--- src/rtl/mcwm_pkg.sv ---
package mcwm_pkg;

  // Field and register widths
  localparam int SPEED_W     = 16;
  localparam int CFG_DATA_W  = 16;
  localparam int CFG_INDEX_W = 2;
  localparam int STEP_W      = 16;
  localparam int KEY_SPEED_W = 15;
  localparam int SPIN_W      = 15;

  // Saturation bounds of a wheel speed
  localparam int SPEED_MAX = 32767;
  localparam int SPEED_MIN = -32768;

  // Register reset values
  localparam logic [STEP_W-1:0]      RAMP_UP_RESET   = 16'd262;
  localparam logic [STEP_W-1:0]      RAMP_DOWN_RESET = 16'd655;
  localparam logic [KEY_SPEED_W-1:0] KEY_SPEED_RESET = 15'd9006;
  localparam logic [SPIN_W-1:0]      SPIN_RESET      = 15'd7000;

  typedef enum logic [CFG_INDEX_W-1:0] {
    REG_RAMP_UP    = 2'd0,
    REG_RAMP_DOWN  = 2'd1,
    REG_KEY_SPEED  = 2'd2,
    REG_SPIN_SPEED = 2'd3
  } cfg_reg_t;

  // Quarter-wave sine, 32 segments plus the end point, 32767 = 1.0
  localparam int TABLE_BITS = 5;
  localparam int TABLE_LAST = 32;
  localparam int SINE_MAG_W = 15;
  localparam int SINE_W     = 16;
  localparam int DELTA_W    = 11;

  localparam logic [SINE_MAG_W-1:0] QUARTER_SINE [0:TABLE_LAST] = '{
    15'd0,     15'd1608,  15'd3212,  15'd4808,  15'd6393,  15'd7962,  15'd9512,  15'd11039,
    15'd12539, 15'd14010, 15'd15446, 15'd16846, 15'd18204, 15'd19519, 15'd20787, 15'd22005,
    15'd23170, 15'd24279, 15'd25329, 15'd26319, 15'd27245, 15'd28105, 15'd28898, 15'd29621,
    15'd30273, 15'd30852, 15'd31356, 15'd31785, 15'd32137, 15'd32412, 15'd32609, 15'd32728,
    15'd32767
  };

  // Rotation products carry Q1.15 sine and cosine
  localparam int ROT_SHIFT = 15;

  // Datapath arithmetic widths
  localparam int MUL_W     = 17;
  localparam int PROD_W    = 2 * MUL_W;
  localparam int ROT_SUM_W = PROD_W + 1;
  localparam int ROT_W     = 19;
  localparam int R_W       = 17;
  localparam int WHEEL_W   = 21;

  typedef struct packed {
    logic load;
    logic key_mul;
    logic vel;
    logic rot1;
    logic rot2;
    logic yfin;
    logic publish;
  } dp_cmd_t;

  typedef struct packed {
    logic out_busy;
  } dp_status_t;

endpackage

--- src/rtl/mcwm_in_if.sv ---
interface mcwm_in_if
  import mcwm_pkg::*;
#(
  parameter int ANGLE_BITS = 12
) ();

  logic                         valid;
  logic                         ready;
  logic                         key_forward;
  logic                         key_left;
  logic                         key_back;
  logic                         key_right;
  logic                         spin_flag;
  logic signed [SPEED_W-1:0]    stick_spin;
  logic signed [SPEED_W-1:0]    stick_x;
  logic signed [SPEED_W-1:0]    stick_y;
  logic        [ANGLE_BITS-1:0] heading;

  modport source (
    output valid, key_forward, key_left, key_back, key_right, spin_flag,
    output stick_spin, stick_x, stick_y, heading,
    input  ready
  );

  modport sink (
    input  valid, key_forward, key_left, key_back, key_right, spin_flag,
    input  stick_spin, stick_x, stick_y, heading,
    output ready
  );

endinterface

--- src/rtl/mcwm_out_if.sv ---
interface mcwm_out_if
  import mcwm_pkg::*;
();

  logic                      valid;
  logic                      ready;
  logic signed [SPEED_W-1:0] wheel_one_speed;
  logic signed [SPEED_W-1:0] wheel_two_speed;
  logic signed [SPEED_W-1:0] wheel_three_speed;
  logic signed [SPEED_W-1:0] wheel_four_speed;

  modport source (
    output valid, wheel_one_speed, wheel_two_speed, wheel_three_speed, wheel_four_speed,
    input  ready
  );

  modport sink (
    input  valid, wheel_one_speed, wheel_two_speed, wheel_three_speed, wheel_four_speed,
    output ready
  );

endinterface

--- src/rtl/mcwm_ctrl.sv ---
module mcwm_ctrl
  import mcwm_pkg::*;
(
  input  logic       clk,
  input  logic       rst,
  input  logic       in_valid,
  output logic       in_ready,
  input  dp_status_t status,
  output dp_cmd_t    cmd
);

  typedef enum logic [6:0] {
    ST_IDLE = 7'b0000001,
    ST_KEY  = 7'b0000010,
    ST_VEL  = 7'b0000100,
    ST_ROT1 = 7'b0001000,
    ST_ROT2 = 7'b0010000,
    ST_YFIN = 7'b0100000,
    ST_MIX  = 7'b1000000
  } state_t;

  state_t state;
  state_t state_next;

  assign in_ready = (state == ST_IDLE);

  always_comb begin
    cmd.load    = in_valid && in_ready;
    cmd.key_mul = (state == ST_KEY);
    cmd.vel     = (state == ST_VEL);
    cmd.rot1    = (state == ST_ROT1);
    cmd.rot2    = (state == ST_ROT2);
    cmd.yfin    = (state == ST_YFIN);
    cmd.publish = (state == ST_MIX) && !status.out_busy;
  end

  always_comb begin
    state_next = state;
    case (state)
      ST_IDLE: if (in_valid) state_next = ST_KEY;
      ST_KEY:  state_next = ST_VEL;
      ST_VEL:  state_next = ST_ROT1;
      ST_ROT1: state_next = ST_ROT2;
      ST_ROT2: state_next = ST_YFIN;
      ST_YFIN: state_next = ST_MIX;
      // hold until the output register is free
      ST_MIX:  if (!status.out_busy) state_next = ST_IDLE;
      default: state_next = ST_IDLE;
    endcase
  end

  always_ff @(posedge clk) begin
    if (rst) begin
      state <= ST_IDLE;
    end else begin
      state <= state_next;
    end
  end

endmodule

--- src/rtl/mcwm_sine.sv ---
module mcwm_sine
  import mcwm_pkg::*;
#(
  parameter int ANGLE_BITS = 12
) (
  input  logic                     clk,
  input  logic [ANGLE_BITS-1:0]    angle,
  output logic signed [SINE_W-1:0] value
);

  localparam int FRAC_BITS = ANGLE_BITS - 2 - TABLE_BITS;
  localparam int PHASE_W   = ANGLE_BITS - 1;
  localparam int IDX_W     = TABLE_BITS + 1;
  localparam int QUARTER   = 1 << (ANGLE_BITS - 2);

  logic [1:0]              quadrant;
  logic [ANGLE_BITS-3:0]   phase;
  logic [PHASE_W-1:0]      fold;
  logic [IDX_W-1:0]        idx;
  logic [IDX_W-1:0]        idx_hi;
  logic [FRAC_BITS-1:0]    frac;
  logic [SINE_MAG_W-1:0]   lo;
  logic [SINE_MAG_W-1:0]   hi;

  logic [SINE_MAG_W-1:0]   lo_q;
  logic [DELTA_W-1:0]      delta_q;
  logic [FRAC_BITS-1:0]    frac_q;
  logic                    neg_q;

  logic [DELTA_W+FRAC_BITS-1:0] interp_prod;
  logic [SINE_MAG_W-1:0]        mag;

  assign quadrant = angle[ANGLE_BITS-1 -: 2];
  assign phase    = angle[ANGLE_BITS-3:0];

  // odd quadrants run the quarter wave backward
  always_comb begin
    if (quadrant[0]) begin
      fold = PHASE_W'(QUARTER) - {1'b0, phase};
    end else begin
      fold = {1'b0, phase};
    end
  end

  assign idx    = fold[PHASE_W-1:FRAC_BITS];
  assign frac   = fold[FRAC_BITS-1:0];
  assign idx_hi = (idx >= IDX_W'(TABLE_LAST)) ? IDX_W'(TABLE_LAST) : idx + 1'b1;
  assign lo     = QUARTER_SINE[idx];
  assign hi     = QUARTER_SINE[idx_hi];

  always_ff @(posedge clk) begin
    lo_q    <= lo;
    delta_q <= DELTA_W'(hi - lo);
    frac_q  <= frac;
    neg_q   <= quadrant[1];
  end

  assign interp_prod = delta_q * frac_q;
  assign mag = lo_q + SINE_MAG_W'(interp_prod[DELTA_W+FRAC_BITS-1:FRAC_BITS]);

  always_ff @(posedge clk) begin
    if (neg_q) begin
      value <= -signed'({1'b0, mag});
    end else begin
      value <= signed'({1'b0, mag});
    end
  end

endmodule

--- src/rtl/mcwm_dp.sv ---
module mcwm_dp
  import mcwm_pkg::*;
#(
  parameter int ANGLE_BITS     = 12,
  parameter int RAMP_FRAC_BITS = 15
) (
  input  logic                      clk,
  input  logic                      rst,
  input  dp_cmd_t                   cmd,
  output dp_status_t                status,
  input  logic [STEP_W-1:0]         ramp_up_step,
  input  logic [STEP_W-1:0]         ramp_down_step,
  input  logic [KEY_SPEED_W-1:0]    key_full_speed,
  input  logic [SPIN_W-1:0]         spin_speed,
  input  logic                      key_forward,
  input  logic                      key_left,
  input  logic                      key_back,
  input  logic                      key_right,
  input  logic                      spin_flag,
  input  logic signed [SPEED_W-1:0] stick_spin,
  input  logic signed [SPEED_W-1:0] stick_x,
  input  logic signed [SPEED_W-1:0] stick_y,
  input  logic [ANGLE_BITS-1:0]     heading,
  input  logic                      out_ready,
  output logic                      out_valid,
  output logic signed [SPEED_W-1:0] wheel_one_speed,
  output logic signed [SPEED_W-1:0] wheel_two_speed,
  output logic signed [SPEED_W-1:0] wheel_three_speed,
  output logic signed [SPEED_W-1:0] wheel_four_speed
);

  localparam int LEVEL_W    = RAMP_FRAC_BITS + 1;
  localparam int DIFF_W     = LEVEL_W + 1;
  localparam int RAMP_SUM_W = STEP_W + 2;
  localparam int RAMP_ONE   = 1 << RAMP_FRAC_BITS;
  localparam int KEY_BIAS   = RAMP_ONE - 1;
  localparam int ROT_BIAS   = (1 << ROT_SHIFT) - 1;
  localparam int QUARTER    = 1 << (ANGLE_BITS - 2);

  localparam logic signed [WHEEL_W-1:0] WHEEL_MAX = WHEEL_W'(SPEED_MAX);
  localparam logic signed [WHEEL_W-1:0] WHEEL_MIN = WHEEL_W'(SPEED_MIN);

  function automatic logic signed [SPEED_W-1:0] sat_speed(
    input logic signed [WHEEL_W-1:0] v
  );
    if (v > WHEEL_MAX) begin
      return SPEED_W'(SPEED_MAX);
    end else if (v < WHEEL_MIN) begin
      return SPEED_W'(SPEED_MIN);
    end
    return v[SPEED_W-1:0];
  endfunction

  // ramp levels, order forward, left, back, right
  logic [LEVEL_W-1:0]           levels [4];
  logic [LEVEL_W-1:0]           levels_next [4];
  logic signed [RAMP_SUM_W-1:0] ramp_sum [4];
  logic signed [RAMP_SUM_W-1:0] ramp_full;
  logic [3:0]                   held;

  // captured item fields
  logic                      spin_flag_q;
  logic signed [SPEED_W-1:0] stick_spin_q;
  logic signed [SPEED_W-1:0] stick_x_q;
  logic signed [SPEED_W-1:0] stick_y_q;
  logic [ANGLE_BITS-1:0]     heading_q;
  logic [ANGLE_BITS-1:0]     cos_angle;

  logic signed [SINE_W-1:0] sin_val;
  logic signed [SINE_W-1:0] cos_val;

  logic signed [DIFF_W-1:0] diff_fb;
  logic signed [DIFF_W-1:0] diff_rl;

  logic signed [MUL_W-1:0]  mul_a_x, mul_a_y, mul_b_x, mul_b_y;
  logic signed [PROD_W-1:0] mul_prod_a, mul_prod_b;
  logic signed [PROD_W-1:0] prod_a, prod_b;

  logic signed [PROD_W-1:0] key_bias_a, key_bias_b;
  logic signed [PROD_W-1:0] key_sum_a, key_sum_b;
  logic signed [PROD_W-1:0] key_shift_a, key_shift_b;

  logic signed [MUL_W-1:0]  vx, vy;
  logic signed [R_W-1:0]    r;
  logic signed [R_W-1:0]    spin_term;

  logic signed [ROT_SUM_W-1:0] rot_sum, rot_bias, rot_biased, rot_shift;
  logic signed [ROT_W-1:0]     x, y;

  logic signed [WHEEL_W-1:0] xw, yw, rw;
  logic signed [WHEEL_W-1:0] w1, w2, w3, w4;

  // ramp update on accept: step up or down, clamp to 0..1
  assign held      = {key_right, key_back, key_left, key_forward};
  assign ramp_full = RAMP_SUM_W'(RAMP_ONE);

  always_comb begin
    for (int i = 0; i < 4; i++) begin
      if (held[i]) begin
        ramp_sum[i] = signed'(RAMP_SUM_W'(levels[i])) + signed'(RAMP_SUM_W'(ramp_up_step));
      end else begin
        ramp_sum[i] = signed'(RAMP_SUM_W'(levels[i])) - signed'(RAMP_SUM_W'(ramp_down_step));
      end
      if (ramp_sum[i] > ramp_full) begin
        levels_next[i] = LEVEL_W'(RAMP_ONE);
      end else if (ramp_sum[i][RAMP_SUM_W-1]) begin
        levels_next[i] = '0;
      end else begin
        levels_next[i] = ramp_sum[i][LEVEL_W-1:0];
      end
    end
  end

  always_ff @(posedge clk) begin
    if (rst) begin
      levels <= '{default: '0};
    end else if (cmd.load) begin
      levels <= levels_next;
    end
  end

  always_ff @(posedge clk) begin
    if (cmd.load) begin
      spin_flag_q  <= spin_flag;
      stick_spin_q <= stick_spin;
      stick_x_q    <= stick_x;
      stick_y_q    <= stick_y;
      heading_q    <= heading;
    end
  end

  // sine and cosine come from the registered sine units, fed from the captured heading
  assign cos_angle = heading_q + ANGLE_BITS'(QUARTER);

  mcwm_sine #(.ANGLE_BITS(ANGLE_BITS)) u_sin (
    .clk   (clk),
    .angle (heading_q),
    .value (sin_val)
  );

  mcwm_sine #(.ANGLE_BITS(ANGLE_BITS)) u_cos (
    .clk   (clk),
    .angle (cos_angle),
    .value (cos_val)
  );

  assign diff_fb = signed'({1'b0, levels[0]}) - signed'({1'b0, levels[2]});
  assign diff_rl = signed'({1'b0, levels[3]}) - signed'({1'b0, levels[1]});

  // two shared multipliers: key speeds, then the four rotation products
  always_comb begin
    if (cmd.rot1) begin
      mul_a_x = vx;
      mul_a_y = MUL_W'(cos_val);
      mul_b_x = vy;
      mul_b_y = MUL_W'(sin_val);
    end else if (cmd.rot2) begin
      mul_a_x = vx;
      mul_a_y = MUL_W'(sin_val);
      mul_b_x = vy;
      mul_b_y = MUL_W'(cos_val);
    end else begin
      mul_a_x = signed'(MUL_W'(key_full_speed));
      mul_a_y = MUL_W'(diff_fb);
      mul_b_x = signed'(MUL_W'(key_full_speed));
      mul_b_y = MUL_W'(diff_rl);
    end
  end

  assign mul_prod_a = mul_a_x * mul_a_y;
  assign mul_prod_b = mul_b_x * mul_b_y;

  always_ff @(posedge clk) begin
    if (cmd.key_mul || cmd.rot1 || cmd.rot2) begin
      prod_a <= mul_prod_a;
      prod_b <= mul_prod_b;
    end
  end

  // key speeds, divided by full scale toward zero
  assign key_bias_a  = prod_a[PROD_W-1] ? PROD_W'(KEY_BIAS) : '0;
  assign key_bias_b  = prod_b[PROD_W-1] ? PROD_W'(KEY_BIAS) : '0;
  assign key_sum_a   = prod_a + key_bias_a;
  assign key_sum_b   = prod_b + key_bias_b;
  assign key_shift_a = key_sum_a >>> RAMP_FRAC_BITS;
  assign key_shift_b = key_sum_b >>> RAMP_FRAC_BITS;

  assign spin_term = spin_flag_q ? signed'(R_W'(spin_speed)) : '0;

  always_ff @(posedge clk) begin
    if (cmd.vel) begin
      vy <= signed'(MUL_W'(stick_y_q)) + signed'(key_shift_a[MUL_W-1:0]);
      vx <= signed'(MUL_W'(stick_x_q)) + signed'(key_shift_b[MUL_W-1:0]);
      r  <= spin_term + R_W'(stick_spin_q);
    end
  end

  // X takes the difference, Y the sum; both scale back by 2^15 toward zero
  always_comb begin
    if (cmd.yfin) begin
      rot_sum = ROT_SUM_W'(prod_a) + ROT_SUM_W'(prod_b);
    end else begin
      rot_sum = ROT_SUM_W'(prod_a) - ROT_SUM_W'(prod_b);
    end
  end

  assign rot_bias   = rot_sum[ROT_SUM_W-1] ? ROT_SUM_W'(ROT_BIAS) : '0;
  assign rot_biased = rot_sum + rot_bias;
  assign rot_shift  = rot_biased >>> ROT_SHIFT;

  always_ff @(posedge clk) begin
    if (cmd.rot2) begin
      x <= signed'(rot_shift[ROT_W-1:0]);
    end
    if (cmd.yfin) begin
      y <= signed'(rot_shift[ROT_W-1:0]);
    end
  end

  // mecanum mix
  assign xw = WHEEL_W'(x);
  assign yw = WHEEL_W'(y);
  assign rw = WHEEL_W'(r);
  assign w1 = yw + rw + xw;
  assign w2 = yw + rw - xw;
  assign w3 = rw - yw - xw;
  assign w4 = rw - yw + xw;

  always_ff @(posedge clk) begin
    if (cmd.publish) begin
      wheel_one_speed   <= sat_speed(w1);
      wheel_two_speed   <= sat_speed(w2);
      wheel_three_speed <= sat_speed(w3);
      wheel_four_speed  <= sat_speed(w4);
    end
  end

  always_ff @(posedge clk) begin
    if (rst) begin
      out_valid <= 1'b0;
    end else if (cmd.publish) begin
      out_valid <= 1'b1;
    end else if (out_ready) begin
      out_valid <= 1'b0;
    end
  end

  assign status.out_busy = out_valid && !out_ready;

endmodule

--- src/rtl/mecanum_chassis_wheel_mixer_core.sv ---
// Mecanum wheel mixer: each accepted item is one control tick. The four key
// ramp levels step up or down and clamp to 0..1, the key speeds join the
// joystick vector, the vector is turned by the heading through an
// interpolated quarter-wave sine table, a spin term is added and the four
// wheel speeds come out saturated to 16 bits. The block takes no new item
// until the last one has been written to the result register: a sequencer
// steps two shared 17x17 multipliers through the two key speed products and
// then the four rotation products, two per cycle, with a step each for the
// velocity sums, the final scaling and the mix. The result register lets a
// finished item wait for the sink while the block returns to idle; a result
// not taken by the time the next one is ready holds the sequencer in its
// last step. Ramp levels reset to zero and the registers to their defaults;
// there is no clearing pass. Write the registers only while no item is in
// flight.
module mecanum_chassis_wheel_mixer_core
  import mcwm_pkg::*;
#(
  parameter int ANGLE_BITS     = 12,
  parameter int RAMP_FRAC_BITS = 15
) (
  input  logic                   clk,
  input  logic                   rst,
  input  logic                   cfg_write,
  input  logic [CFG_INDEX_W-1:0] cfg_index,
  input  logic [CFG_DATA_W-1:0]  cfg_data,
  mcwm_in_if.sink                in_item,
  mcwm_out_if.source             out_item
);

  logic [STEP_W-1:0]      ramp_up_step;
  logic [STEP_W-1:0]      ramp_down_step;
  logic [KEY_SPEED_W-1:0] key_full_speed;
  logic [SPIN_W-1:0]      spin_speed;

  dp_cmd_t    cmd;
  dp_status_t status;
  logic       in_ready;

  // register file: take a write whenever the enable is high
  always_ff @(posedge clk) begin
    if (rst) begin
      ramp_up_step   <= RAMP_UP_RESET;
      ramp_down_step <= RAMP_DOWN_RESET;
      key_full_speed <= KEY_SPEED_RESET;
      spin_speed     <= SPIN_RESET;
    end else if (cfg_write) begin
      case (cfg_reg_t'(cfg_index))
        REG_RAMP_UP:    ramp_up_step   <= cfg_data;
        REG_RAMP_DOWN:  ramp_down_step <= cfg_data;
        REG_KEY_SPEED:  key_full_speed <= cfg_data[KEY_SPEED_W-1:0];
        REG_SPIN_SPEED: spin_speed     <= cfg_data[SPIN_W-1:0];
        default: ;
      endcase
    end
  end

  assign in_item.ready = in_ready;

  // sequencer: accept an item in idle, then step the datapath
  mcwm_ctrl u_ctrl (
    .clk      (clk),
    .rst      (rst),
    .in_valid (in_item.valid),
    .in_ready (in_ready),
    .status   (status),
    .cmd      (cmd)
  );

  // datapath: ramp state, sine units, shared multipliers, result register
  mcwm_dp #(
    .ANGLE_BITS     (ANGLE_BITS),
    .RAMP_FRAC_BITS (RAMP_FRAC_BITS)
  ) u_dp (
    .clk               (clk),
    .rst               (rst),
    .cmd               (cmd),
    .status            (status),
    .ramp_up_step      (ramp_up_step),
    .ramp_down_step    (ramp_down_step),
    .key_full_speed    (key_full_speed),
    .spin_speed        (spin_speed),
    .key_forward       (in_item.key_forward),
    .key_left          (in_item.key_left),
    .key_back          (in_item.key_back),
    .key_right         (in_item.key_right),
    .spin_flag         (in_item.spin_flag),
    .stick_spin        (in_item.stick_spin),
    .stick_x           (in_item.stick_x),
    .stick_y           (in_item.stick_y),
    .heading           (in_item.heading),
    .out_ready         (out_item.ready),
    .out_valid         (out_item.valid),
    .wheel_one_speed   (out_item.wheel_one_speed),
    .wheel_two_speed   (out_item.wheel_two_speed),
    .wheel_three_speed (out_item.wheel_three_speed),
    .wheel_four_speed  (out_item.wheel_four_speed)
  );

endmodule

--- src/flat_wrapper.sv ---
// flat-port wrapper written by rule: the top's interface ports become plain ports
module mecanum_chassis_wheel_mixer_core_flat import mcwm_pkg::*;
#(
  parameter int ANGLE_BITS     = 12,
  parameter int RAMP_FRAC_BITS = 15
)
  (clk, rst, cfg_write, cfg_index, cfg_data, in_item_valid, in_item_key_forward, in_item_key_left, in_item_key_back, in_item_key_right, in_item_spin_flag, in_item_stick_spin, in_item_stick_x, in_item_stick_y, in_item_heading, in_item_ready, out_item_valid, out_item_wheel_one_speed, out_item_wheel_two_speed, out_item_wheel_three_speed, out_item_wheel_four_speed, out_item_ready);
  mcwm_in_if #(.ANGLE_BITS(ANGLE_BITS)) in_item_i ();
  mcwm_out_if out_item_i ();
  input  logic clk;
  input  logic rst;
  input  logic cfg_write;
  input  logic [CFG_INDEX_W-1:0] cfg_index;
  input  logic [CFG_DATA_W-1:0] cfg_data;
  input wire logic [$bits(in_item_i.valid)-1:0] in_item_valid;
  input wire logic [$bits(in_item_i.key_forward)-1:0] in_item_key_forward;
  input wire logic [$bits(in_item_i.key_left)-1:0] in_item_key_left;
  input wire logic [$bits(in_item_i.key_back)-1:0] in_item_key_back;
  input wire logic [$bits(in_item_i.key_right)-1:0] in_item_key_right;
  input wire logic [$bits(in_item_i.spin_flag)-1:0] in_item_spin_flag;
  input wire logic [$bits(in_item_i.stick_spin)-1:0] in_item_stick_spin;
  input wire logic [$bits(in_item_i.stick_x)-1:0] in_item_stick_x;
  input wire logic [$bits(in_item_i.stick_y)-1:0] in_item_stick_y;
  input wire logic [$bits(in_item_i.heading)-1:0] in_item_heading;
  output wire logic [$bits(in_item_i.ready)-1:0] in_item_ready;
  output wire logic [$bits(out_item_i.valid)-1:0] out_item_valid;
  output wire logic [$bits(out_item_i.wheel_one_speed)-1:0] out_item_wheel_one_speed;
  output wire logic [$bits(out_item_i.wheel_two_speed)-1:0] out_item_wheel_two_speed;
  output wire logic [$bits(out_item_i.wheel_three_speed)-1:0] out_item_wheel_three_speed;
  output wire logic [$bits(out_item_i.wheel_four_speed)-1:0] out_item_wheel_four_speed;
  input wire logic [$bits(out_item_i.ready)-1:0] out_item_ready;
  assign in_item_i.valid = in_item_valid;
  assign in_item_i.key_forward = in_item_key_forward;
  assign in_item_i.key_left = in_item_key_left;
  assign in_item_i.key_back = in_item_key_back;
  assign in_item_i.key_right = in_item_key_right;
  assign in_item_i.spin_flag = in_item_spin_flag;
  assign in_item_i.stick_spin = in_item_stick_spin;
  assign in_item_i.stick_x = in_item_stick_x;
  assign in_item_i.stick_y = in_item_stick_y;
  assign in_item_i.heading = in_item_heading;
  assign in_item_ready = in_item_i.ready;
  assign out_item_valid = out_item_i.valid;
  assign out_item_wheel_one_speed = out_item_i.wheel_one_speed;
  assign out_item_wheel_two_speed = out_item_i.wheel_two_speed;
  assign out_item_wheel_three_speed = out_item_i.wheel_three_speed;
  assign out_item_wheel_four_speed = out_item_i.wheel_four_speed;
  assign out_item_i.ready = out_item_ready;
  mecanum_chassis_wheel_mixer_core #(.ANGLE_BITS(ANGLE_BITS), .RAMP_FRAC_BITS(RAMP_FRAC_BITS)) u_core (.clk(clk), .rst(rst), .cfg_write(cfg_write), .cfg_index(cfg_index), .cfg_data(cfg_data), .in_item(in_item_i), .out_item(out_item_i));
endmodule
--- config.mk ---
export PLATFORM = sky130hd
export DESIGN_NAME = mecanum_chassis_wheel_mixer_core_flat
export DESIGN_NICKNAME = d
export VERILOG_FILES = /design/src/rtl/mcwm_pkg.sv /design/src/rtl/mcwm_in_if.sv /design/src/rtl/mcwm_out_if.sv /design/src/rtl/mcwm_ctrl.sv /design/src/rtl/mcwm_sine.sv /design/src/rtl/mcwm_dp.sv /design/src/rtl/mecanum_chassis_wheel_mixer_core.sv /design/src/flat_wrapper.sv
export SDC_FILE = /design/constraint.sdc
export NUM_CORES = 2
export LEC_CHECK = 0
export BUFFER_PORTS_ARGS = -buffer_cell sky130_fd_sc_hd__buf_2
export CORE_MARGIN = 1.5
export CORE_UTILIZATION = 60
export DETAILED_ROUTE_END_ITERATION = 12
export GPL_ROUTABILITY_DRIVEN = 0
export MAX_ROUTING_LAYER = met4
export PLACE_DENSITY = 0.77
export SLEW_MARGIN = 40
export SYNTH_ARGS = -nofsm -noshare
export SYNTH_HDL_FRONTEND = slang
export SYNTH_SLANG_ARGS = --single-unit
--- constraint.sdc ---
create_clock -name clk -period 12.5 [get_ports clk]
set_input_delay 3.75 -clock clk [delete_from_list [all_inputs] [get_ports clk]]
set_output_delay 3.75 -clock clk [all_outputs]
set_load 0.03 [all_outputs]
==> flow_summary.json <==
{
  "grt_start_max_net_pins": 70,
  "cts_setup_buffers": 0,
  "status": "finished clean",
  "grt_usage_pct": 33.3,
  "antenna_found_initial": 3,
  "clk_latency_ns": 0.73,
  "grt_pass1_vias": 54400,
  "drc": 0,
  "cts_buffers": 60,
  "synth.distinct_cells": 101,
  "rrSetupSlack_ns": 2.86,
  "post-route-period-util_pct": 77.1,
  "synth_cells": 7667,
  "place_ws_ns": 2.91,
  "totalNegativeSetupSlack_ns": 0,
  "synth_seq_cells": 511,
  "ctsResizeCount": 0,
  "clock_skew_ns": 0.0813,
  "first_pass_iters": 6,
  "area_delta_synth_final_pct": 6.65,
  "setup_viol": 0,
  "worstMarginPinSlew_ns": 0.975,
  "drt_iter0_drc": 4393,
  "final_hold_viol_count": 0,
  "crit_path_start_kind": "flop",
  "cp-end-kind": "flop",
  "design.core.area_um2": 109000,
  "cts_buffer_depth": 3,
  "synth-seq-area-share_pct": 19.8,
  "grt_overflow": 0,
  "hp-start": "u_core.u_dp.heading_q[11]$_DFFE_PP_",
  "drive_above_1_share_pct": 5.89,
  "hold_depth": 0,
  "place_hpwl_um": 146000,
  "r2r_end": "u_core.u_dp.prod_b[33]$_DFFE_PP_",
  "setup_slack_ns": 2.86,
  "num_rows": 121,
  "clock.fmax_mhz": 104,
  "slew_headroom_pct": 35.0,
  "clk_pin_slew_worst_paths_ns": 0.07,
  "hold_end": "u_core.u_dp.u_sin.neg_q$_DFF_P_",
  "start_util_pct": 60.5,
  "crit_fanout": 35,
  "wl_per_cell_um": 19.8,
  "ys_async_sr_fraction_pct": 0,
  "post_drt_via_cell_ratio": 6.04,
  "cts_tree": "yes",
  "ios": 154,
  "numClockSinks": 511,
  "die_width_um": 334,
  "r2r.worst_path.cells": 33,
  "critPathRequiredTime_ns": 12.95,
  "crit_slowest_cell": "nor4bb_1",
  "ant_nets": 0,
  "wirelength_um": 181000,
  "cts.htree.levels": 2,
  "synthesis.nets": 9121,
  "layout_min_cycle_time_ns": 9.64,
  "die_h_um": 334,
  "slowest_delay_ns": 0.68,
  "cts-root-buf": "clkbuf_16",
  "drv_cap": 0,
  "synthFlopType": "edfxtp_1",
  "hold_buffers": 0,
  "rsz0062_at_grt": "no",
  "slew_viol_final": 0,
  "path_class": "reg2reg",
  "yosysWarnings": 0,
  "die_area_um2": 112000,
  "syn_area_um2": 65900,
  "grt_first_pass_wirelength_um": 288000,
  "port_buffers": 153,
  "arrival_ns": 10.09,
  "nFillCells": 8899,
  "hold_path.class": "reg2reg",
  "r2r_start": "u_core.u_ctrl.state[0]$_SDFFE_PP1P_",
  "cp_common_cell": "fa_1",
  "via_count": 55200,
  "avgSynthCellArea_um2": 8.59,
  "nNetsFinal": 9134,
  "synth-edff-count": 282
}
layout make-up:
class | instances | area (um2) | share of cell area, %
Inverter | 1033 | 3880 | 5.52
Antenna cell | 2 | 5.00 | 0.00712
Tap cell | 1414 | 1770 | 2.52
Timing Repair Buffer | 224 | 1310 | 1.86
Multi-Input combinational cell | 5850 | 48200 | 68.5
Clock inverter | 43 | 542 | 0.771
Sequential cell | 511 | 13100 | 18.6
Clock buffer | 69 | 1580 | 2.24
worst max-delay path: cells and delay by family, from the launching register on:
family / cells / cell delay, ns
adder cells (fa/ha/maj): 7 / 3.44
AND/OR/NAND/NOR: 10 / 2.44
AO/OA/AOI/OAI: 7 / 1.40
flip-flops: 1 / 0.33
XOR/XNOR: 1 / 0.13
buffers and inverters: 8 / 1.59
how the worst max path moves through the flow:
stage	startpoint	endpoint	slack, ns	depth (start not counted)
floorplan	u_core.u_ctrl.state[0]$_SDFFE_PP1P_	u_core.u_dp.prod_b[33]$_DFFE_PP_	4.06	31
global placement	u_core.u_dp.levels[33]$_SDFFE_PP0P_	u_core.u_dp.prod_b[33]$_DFFE_PP_	2.99	33
detailed placement	u_core.u_ctrl.state[0]$_SDFFE_PP1P_	u_core.u_dp.prod_b[33]$_DFFE_PP_	2.91	32
CTS	u_core.u_ctrl.state[0]$_SDFFE_PP1P_	u_core.u_dp.prod_b[33]$_DFFE_PP_	2.86	32
global route	u_core.u_ctrl.state[0]$_SDFFE_PP1P_	u_core.u_dp.prod_b[32]$_DFFE_PP_	2.23	32
finish	u_core.u_ctrl.state[0]$_SDFFE_PP1P_	u_core.u_dp.prod_b[33]$_DFFE_PP_	2.86	33
cell usage after synthesis, types with 15 or more instances:
cell type	count	area share, %
a211o_1	19	0.25
a211oi_1	42	0.48
a21boi_0	26	0.30
a21o_1	133	1.5
a21oi_1	481	3.7
a31oi_1	59	0.56
a32o_1	27	0.41
and2_1	159	1.5
and3_1	36	0.34
buf_1	15	0.085
clkbuf_1	244	1.4
dfxtp_1	229	7.0
edfxtp_1	282	13
fa_1	670	20
ha_1	696	13
inv_1	1028	5.9
mux2i_1	18	0.27
nand2_1	947	5.4
nand2b_1	75	0.71
nand3_1	124	0.94
nand4_1	29	0.28
nor2_1	588	3.3
nor2b_1	78	0.74
nor3_1	143	1.1
nor4_1	17	0.16
o211ai_1	59	0.67
o21a_1	68	0.77
o21ai_0	329	2.5
o21bai_1	54	0.62
o22ai_1	22	0.21
o31ai_1	52	0.59
or2_2	32	0.30
or3_1	42	0.40
xnor2_1	389	5.2
xor2_1	153	2.0
cell families (layout without fill, tap and decap cells):
kind of cell | Yosys count | after routing | synth area share, %
simple gates | 2350 | 2350 | 16.3
compound gates | 1566 | 1566 | 15.2
fa+ha+maj | 1366 | 1366 | 33.6
buf+inv | 1306 | 1369 | 7.48
xor+xnor | 544 | 544 | 7.25
flops | 511 | 511 | 19.8
mux | 24 | 24 | 0.410
other cells | 0 | 2 | 0
flip-flops by register name, summed over array words and instances (netlist names), 17 cells and up:
name	flops
u_core.u_dp.levels	64
u_core.u_dp.prod_a	34
u_core.u_dp.prod_b	34
u_core.u_dp.x	19
u_core.u_dp.y	19
u_core.u_dp.r	17
u_core.u_dp.vx	17
u_core.u_dp.vy	17
cell usage in the layout (no fill, tap or decap), drive strengths merged, types with 54 or more instances in the layout:
| cell type | n |
|---|---|
| a21o | 133 |
| a21oi | 481 |
| a31oi | 60 |
| and2 | 160 |
| buf | 223 |
| clkbuf | 70 |
| dfxtp | 229 |
| edfxtp | 282 |
| fa | 670 |
| ha | 696 |
| inv | 1035 |
| nand2 | 947 |
| nand2b | 75 |
| nand3 | 124 |
| nor2 | 588 |
| nor2b | 78 |
| nor3 | 143 |
| o211ai | 59 |
| o21a | 68 |
| o21ai | 345 |
| o21bai | 54 |
| o31ai | 54 |
| xnor2 | 390 |
| xor2 | 154 |
metrics by stage:
step                      cells  cell area, um2  hold slack (ns)  utilization, %
after floorplan            7667           65900            0.367               -
after global placement     9029           68000            0.371            62.5
after detailed placement   9031           68100            0.374            62.6
after CTS                  9143           70200            0.386            64.5
after global routing       9145           70300            0.409            64.6
final                      9146           70300            0.387            64.6
per-layer routing:
metal / part of all wire, % / vias to the layer above / wire [um] / global-route usage, %
li1: - / 25700 / - / -
met1: 38 / 26500 / 69200 / 39.8
met2: 46 / 2464 / 83100 / 52.9
met3: 8.7 / 616 / 15800 / 5.46
met4: 7.4 / 0 / 13400 / 20.7
met5: 0 / - / 0 / -
Power is not shown: default switching activity piles up to over one toggle a cycle in this logic, so the estimate is an artifact.
